[src/design/bytecode_interpreter_core_top_assert.svh]
// assertion macros used by the core top rtl file
`ifndef BYTECODE_INTERPRETER_CORE_TOP_ASSERT_SVH
`define BYTECODE_INTERPRETER_CORE_TOP_ASSERT_SVH

`ifndef NO_ASSERTIONS
`define BIC_ASSERT_IMP(lbl, clk, rstn, ante, cons) \
  lbl: assert property (@(posedge clk) disable iff (!(rstn)) (ante) |-> (cons)) \
    else $error("bic assertion failed");
`define BIC_ASSERT_NXT(lbl, clk, rstn, ante, cons) \
  lbl: assert property (@(posedge clk) disable iff (!(rstn)) (ante) |=> (cons)) \
    else $error("bic assertion failed");
`else
`define BIC_ASSERT_IMP(lbl, clk, rstn, ante, cons)
`define BIC_ASSERT_NXT(lbl, clk, rstn, ante, cons)
`endif

`endif

[src/design/bic_ram.sv]
`default_nettype none
module bic_ram #(
  parameter int WIDTH = 8,
  parameter int DEPTH = 16,
  localparam int AW = $clog2(DEPTH)
) (
  input  wire logic             clk,
  input  wire logic             we,
  input  wire logic [AW-1:0]    addr,
  input  wire logic [WIDTH-1:0] wdata,
  output logic      [WIDTH-1:0] rdata
);

  logic [WIDTH-1:0] mem_r [DEPTH];
  logic [WIDTH-1:0] rdata_r;

  // read-first, registered read
  always_ff @(posedge clk) begin
    if (we) begin
      mem_r[addr] <= wdata;
    end
    rdata_r <= mem_r[addr];
  end

  assign rdata = rdata_r;

endmodule
`default_nettype wire
[config.mk]
export PLATFORM = sky130hd
export DESIGN_NAME = bic_ram
export DESIGN_NICKNAME = d
export VERILOG_FILES = /design/src/design/bytecode_interpreter_core_top_assert.svh /design/src/design/bic_ram.sv
export SDC_FILE = /design/constraint.sdc
export NUM_CORES = 1
export LEC_CHECK = 0
export BUFFER_PORTS_ARGS = -buffer_cell sky130_fd_sc_hd__buf_2
export CAP_MARGIN = 25
export CORE_AREA = 2 2 116 118
export CTS_BUF_LIST = sky130_fd_sc_hd__clkbuf_4 sky130_fd_sc_hd__clkbuf_8
export DETAILED_ROUTE_END_ITERATION = 7
export DIE_AREA = 0 0 118 120
export PLACE_DENSITY = 0.63
export SETUP_SLACK_MARGIN = 0.1
export SKIP_LAST_GASP = 1
export SYNTH_ARGS = -nofsm -noshare
export SYNTH_HDL_FRONTEND = slang
export SYNTH_SLANG_ARGS = --single-unit
[constraint.sdc]
create_clock -name clk -period 4.92 [get_ports clk]
set_input_delay 0.984 -clock clk [delete_from_list [all_inputs] [get_ports clk]]
set_output_delay 0.984 -clock clk [all_outputs]
set_load 0.01 [all_outputs]
==> key figures, run 1 <==
Outcome
  – Status: completed

Floorplan
  – IO Pins: 22
  – Chip height: 120 µm
  – Die area: 0.0142 mm²
  – Placement Rows: 42
  – CORE AREA: 0.0130 mm²
  – DIE WIDTH: 118 µm
  – Initial Util: 39.0%

Timing
  – Slew Limit Fails: 0
  – Max_slew headroom: 37.2%
  – # setup viols final: 0
  – Minimum hold slack: 0.679 ns
  – Setup TNS: 0 ns
  – Clock skew: 0.0101 ns
  – Final Critical Period: 2.64 ns
  – F_max: 379 MHz
  – Unrepaired setup endpoints after global routing: no
  – Hold Fails Final Rpt: 0
  – Worst Max-Slew Pin Slew: 0.942 ns
  – Final worst slack: 2.28 ns
  – Period utilization: 53.7%

Final layout
  – Share of layout cells above drive strength 1: 32.1%
  – Post-route cell area: 0.00584 mm²
  – Area Growth Syn to Fin: 15.2%
  – Nets: 278
  – N_diodes: 0

GRT
  – Met1 Resource Use GR: 21.7%
  – Vias in the first global route: 2376
  – Total track usage: 15.9%
  – Global route overflow: 0
  – Met2 Usage GRT: 24.0%
  – GR peak layer: met2
  – Met3 GRT Util: 5.23%
  – First-pass GRT wire length: 15500 µm
  – Pin count of the biggest net entering global routing: 40
  – Antenna violations before repair: 0

Clock tree
  – Worst-path clk slew: 0.07 ns
  – Cts hold-fix bufs: 0
  – CTS tree: yes
  – Skew-Pair Late Insertion Delay: 0.44 ns
  – Depth of the CTS H-tree: 4
  – Sink Count: 136
  – CTS Buf Count: 17
  – Post-cts sizing count: 0
  – CTS Buffer Depth: 2
  – Total setup buffers inserted after CTS: 0
  – Clock root cell: clkbuf_8

Synthesis
  – Post-synth top area share: 75.9%
  – Top_reg_cell synth: edfxtp_1
  – Mapped Nets: 244
  – Share of synthesized flip-flops with an asynchronous set or reset: 0%
  – Cell area after synthesis: 0.00507 mm²
  – Synth warn: 0
  – Cells after Synth: 230
  – Post-synth EDFFs: 128
  – Top cells by area, synth: edfxtp_1, mux4_2, dfxtp_1
  – Number of synthesized register bits: 136
  – Synth unique cells: 18
  – Leading area contributor after synthesis: edfxtp_1
  – Register area share after synthesis: 79.0%
  – Mapped Avg Cell Area: 22.0 µm²

Worst setup path
  – CP Capture Type: flip-flop
  – Reg-to-reg slack, setup: 3.50 ns
  – Worst Path Arrival: 2.96 ns
  – Worst R2R Path Depth: 3
  – CP Launch Type: input pin
  – Crit-path max FO: 27
  – Setup CP Type: in -> reg
  – Critical path data required time: 5.24 ns

Detailed routing
  – Initial drt markers: 280
  – Drt drc: 0
  – Iteration count of the initial detailed-routing pass: 5
  – Via count: 2371
  – Via/cell ratio: 5.23
  – Remaining antenna violation count: 0
  – Routed WL: 10400 µm
  – Routed WL per cell: 23.0 µm

Pwr
  – Power density over the cells: 426 mW/mm²
  – Lkg Pwr: 1.87 nW
  – VDD IR-drop max: 0.196 mV

Worst hold path
  – Worst hold stages: 3
  – Worst min path class: reg -> reg

Run
  – Max cap viols: 0

Placed design
  – PortBufs: 21
  – Final Wtd Congestion: 0.761
  – Placed cell area: 0.00537 mm²
  – HPWL Detailed: 6440 µm
  – DP Worst Slack: 1.75 ns
-- cell usage in the layout, fill, tap and decap left out, types with 2 or more instances in the layout --
master	Yosys	layout
nand3b_1	2	2
clkbuf_8	0	17
clkinv_2	0	4
buf_2	2	21
nor3_1	4	4
clkinvlp_4	0	2
bufinv_16	0	6
buf_4	0	5
nor2_1	13	13
clkinv_1	0	2
edfxtp_1	128	128
nand2_1	9	9
nand2b_1	2	2
dfxtp_1	8	8
a22oi_1	16	16
mux4_2	32	32
nor2b_1	2	2
-- metal layers --
| layer | part of all wire [%] | wire length, µm |
|---|---|---|
| met5 | 0 | 0 |
| met1 | 42 | 4420 |
| met2 | 48 | 5050 |
| met3 | 8.1 | 847 |
| met4 | 1.2 | 121 |
-- path summary, 6_finish.rpt --
path | from | endpoint
setup / recovery | addr[0] | rdata[7]
hold / removal | mem_r[6][7] | rdata[7]
setup reg to reg | mem_r[3][6] | rdata[6]
hold reg to reg | mem_r[6][7] | rdata[7]
-- synthesized netlist by cell type (2+ instances only) --
cell type    n
nand3b_1     2
nor2b_1      2
clkbuf_1     2
buf_6        2
buf_2        2
nor3_1       4
a22oi_1     16
nor2_1      13
mux4_2      32
dfxtp_1      8
buf_1        4
nand2_1      9
edfxtp_1   128
nand2b_1     2
-- state kept, by name (all words and copies together) (netlist names) --
| signal | count |
|---|---|
| mem_r | 128 |
| rdata | 8 |
-- area by class of cell --
class,count,area (µm²)
clock buffers,17,234
repair buffers,26,143
well taps,176,220
multi-input cells,83,1000
clock inverters,15,231
fillers,1098,7140
flip-flops and latches,136,4000
-- through the flow --
step	util, %	cells	power, mW
final	45.0	453	2.49
after global routing	45.0	453	2.56
after CTS	45.0	453	2.50
after detailed placement	41.4	421	1.46
after global placement	41.4	421	1.45
after floorplan	-	230	1.40
-- critical path, stage by stage --
cell and delay [ns]:
buf_2 0.67, buf_4 0.39, mux4_2 0.55, a22oi_1 0.25, nand2_1 0.07
-- report_power, final --
group | switching (mW) | internal (mW)
clock | 0.411 | 0.647
combinational | 0.0755 | 0.0474
sequential | 0.0108 | 1.29
-- cell families after synthesis --
| family | count (synthesis) | synth area share (%) |
|---|---|---|
| flops | 136 | 79.0 |
| compound gates | 16 | 2.37 |
| simple gates | 35 | 3.21 |
| buf+inv | 11 | 1.19 |
| mux | 32 | 14.2 |
Note: power is estimated with default switching activity, not from simulation.
==> run 2: changes to the inputs <==
Settings changed: PLACE_DENSITY 0.63 to 0.65.
Clock period 4.92 ns to 2.4 ns, I/O delays scaled along.
==> run 2 against run 1 <==
Effect of this change: sequential share of layout area shrank 1.3 points; flip-flop and latch count is the same; non-clock buffer count grew 24; total power grew 90%; clock power grew 69%; critical path type unchanged; largest cell class unchanged; highest routed layer unchanged.
==> key figures, run 2 (synthesis results as in run 1) <==
Detailed routing
  – Via count: 2461 (+3.8%)
  – Remaining antenna violation count: 0 (unchanged)
  – Via/cell ratio: 5.16 (-1.4%)
  – Routed WL: 9850 µm (-5.5%)
  – Initial drt markers: 174 (-38%)
  – Iteration count of the initial detailed-routing pass: 4 (-1)
  – Drt drc: 0 (unchanged)
  – Routed WL per cell: 20.7 µm (-10%)

Clock tree
  – CTS Buffer Depth: 2 (unchanged)
  – Total setup buffers inserted after CTS: 0 (unchanged)
  – Depth of the CTS H-tree: 4 (unchanged)
  – Clock root cell: clkbuf_8
  – Skew-Pair Late Insertion Delay: 0.43 ns (about the same)
  – Cts hold-fix bufs: 0 (unchanged)
  – Worst-path clk slew: 0.06 ns (about the same)
  – Sink Count: 136 (unchanged)
  – CTS tree: yes
  – CTS Buf Count: 17 (unchanged)
  – Post-cts sizing count: 0 (unchanged)

Worst setup path
  – Crit-path max FO: 17 (-37%)
  – CP cell instances: buf_2 > buf_12 > mux4_2 > a22oi_1 > nand2_1
  – Slowest cell on the critical path: mux4_2
  – Crit path largest cell delay: 0.55 ns (-0.12 ns)
  – CP Launch Type: input pin
  – Worst Path Arrival: 1.86 ns (-1.10 ns)
  – Critical path data required time: 2.70 ns (-2.54 ns)
  – CP top delay family: multiplexers
  – Setup CP Type: in -> reg
  – Worst path bufs/invs: 2 (unchanged)
  – CP Capture Type: flip-flop

Timing
  – Setup TNS: 0 ns (unchanged)
  – Final Critical Period: 1.56 ns
  – Hold Fails Final Rpt: 0 (unchanged)
  – Worst Max-Slew Pin Slew: 0.459 ns (-0.483 ns)
  – Max_slew headroom: 69.1% (+32 points)
  – Clock skew: 0.00516 ns (-0.00494 ns)
  – # setup viols final: 0 (unchanged)
  – Slew Limit Fails: 0 (unchanged)
  – Unrepaired setup endpoints after global routing: no
  – Final worst slack: 0.836 ns (-1.44 ns)
  – F_max: 639 MHz
  – Period utilization: 65.2%

Placed design
  – Final Wtd Congestion: 0.747 (-1.9%)
  – HPWL Detailed: 6570 µm (+1.9%)
  – PortBufs: 21 (unchanged)
  – DP Worst Slack: 0.364 ns (-1.38 ns)

Pwr
  – Lkg Pwr: 1.98 nW (+5.8%)
  – VDD IR-drop max: 0.469 mV (+140%)
  – Power density over the cells: 793 mW/mm² (+86%)

GRT
  – Pin count of the biggest net entering global routing: 18 (-55%)
  – Vias in the first global route: 2649 (+11%)
  – Global route overflow: 0 (unchanged)
  – Total track usage: 15.2% (-0.62 points)
  – First-pass GRT wire length: 15200 µm (-1.5%)
  – Antenna violations before repair: 0 (unchanged)

Worst hold path
  – Worst min path class: in -> reg

Final layout
  – Nets: 302 (+8.6%)
  – Share of layout cells above drive strength 1: 37.9% (+5.7 points)
  – Area Growth Syn to Fin: 17.4%
  – N_diodes: 0 (unchanged)
  – Most common cell after layout, fill and taps aside: edfxtp_1
  – Commonest non-fill, non-tap cells in the layout: edfxtp_1, mux4_2, buf_4
  – Biggest register: mem_r
  – Max FFs per register: 128 (unchanged)
  – Final core occ: 45.8% (+0.89 points)

Floorplan
  – Placement Rows: 42 (unchanged)
  – IO Pins: 22 (unchanged)
  – Initial Util: 39.0% (unchanged)
  – CORE AREA: 0.0130 mm² (unchanged)
  – Die area: 0.0142 mm² (unchanged)
  – Chip height: 120 µm (unchanged)
  – DIE WIDTH: 118 µm (unchanged)

Outcome
  – Status: completed

Run
  – Max cap viols: 0 (unchanged)
[run 2: changes by cell type in the layout (fill, tap and decap cells not counted), sizes merged]
cell	delta
buf	+24
bufinv	-5
clkbuf	+12
clkinv	-5
clkinvlp	-2
[run 2: routing by layer]
metal / GRT usage [%] / share of wire, %
met5: 0 / 0
met2: 23.8 / 48
met1: 20.2 / 46
met4: 6.93 / 1.5
met3: 3.90 / 4.6
[run 2: final timing paths]
check / start / to / slack (ns) / cells past startpoint
worst max register to register: mem_r[11][2] / rdata[2] / 1.02 / 3
worst max-delay path: addr[0] / rdata[2] / 0.84 / 5
worst min-delay path: wdata[0] / mem_r[1][0] / 0.43 / 1
worst min register to register: mem_r[12][0] / rdata[0] / 0.67 / 3
[run 2: area by class of cell]
class / count / area [µm²]
sequential: 136 / 4000
fill: 1114 / 7030
clock inverter: 3 / 38.8
clock buffer: 29 / 349
timing repair buffer: 50 / 335
multi-input combinational: 83 / 1000
tap: 176 / 220
[run 2: per-stage QoR]
stage	hold WS, ns	power, mW	instances	instance area, µm²
6_report	0.431	4.72	477	5950
5_1_grt	0.427	4.88	477	5950
4_1_cts	0.410	4.76	477	5950
3_5_place_dp	0.657	2.98	445	5560
3_3_place_gp	0.653	2.98	445	5560
2_1_floorplan	0.579	2.86	230	5070
[run 2: worst register-to-register path, cell delays in order (launching register included)]
cell,delay (ns)
edfxtp_1,0.37
mux4_2,0.48
a22oi_1,0.27
nand2_1,0.13
[run 2: where the power goes]
| part | leakage [nW] | internal (mW) | switching (mW) |
|---|---|---|---|
| Clock | 0.207 | 1.02 | 0.773 |
| Combinational | 0.551 | 0.111 | 0.147 |
| Sequential | 1.22 | 2.65 | 0.0166 |
| Total | 1.98 | 3.78 | 0.936 |
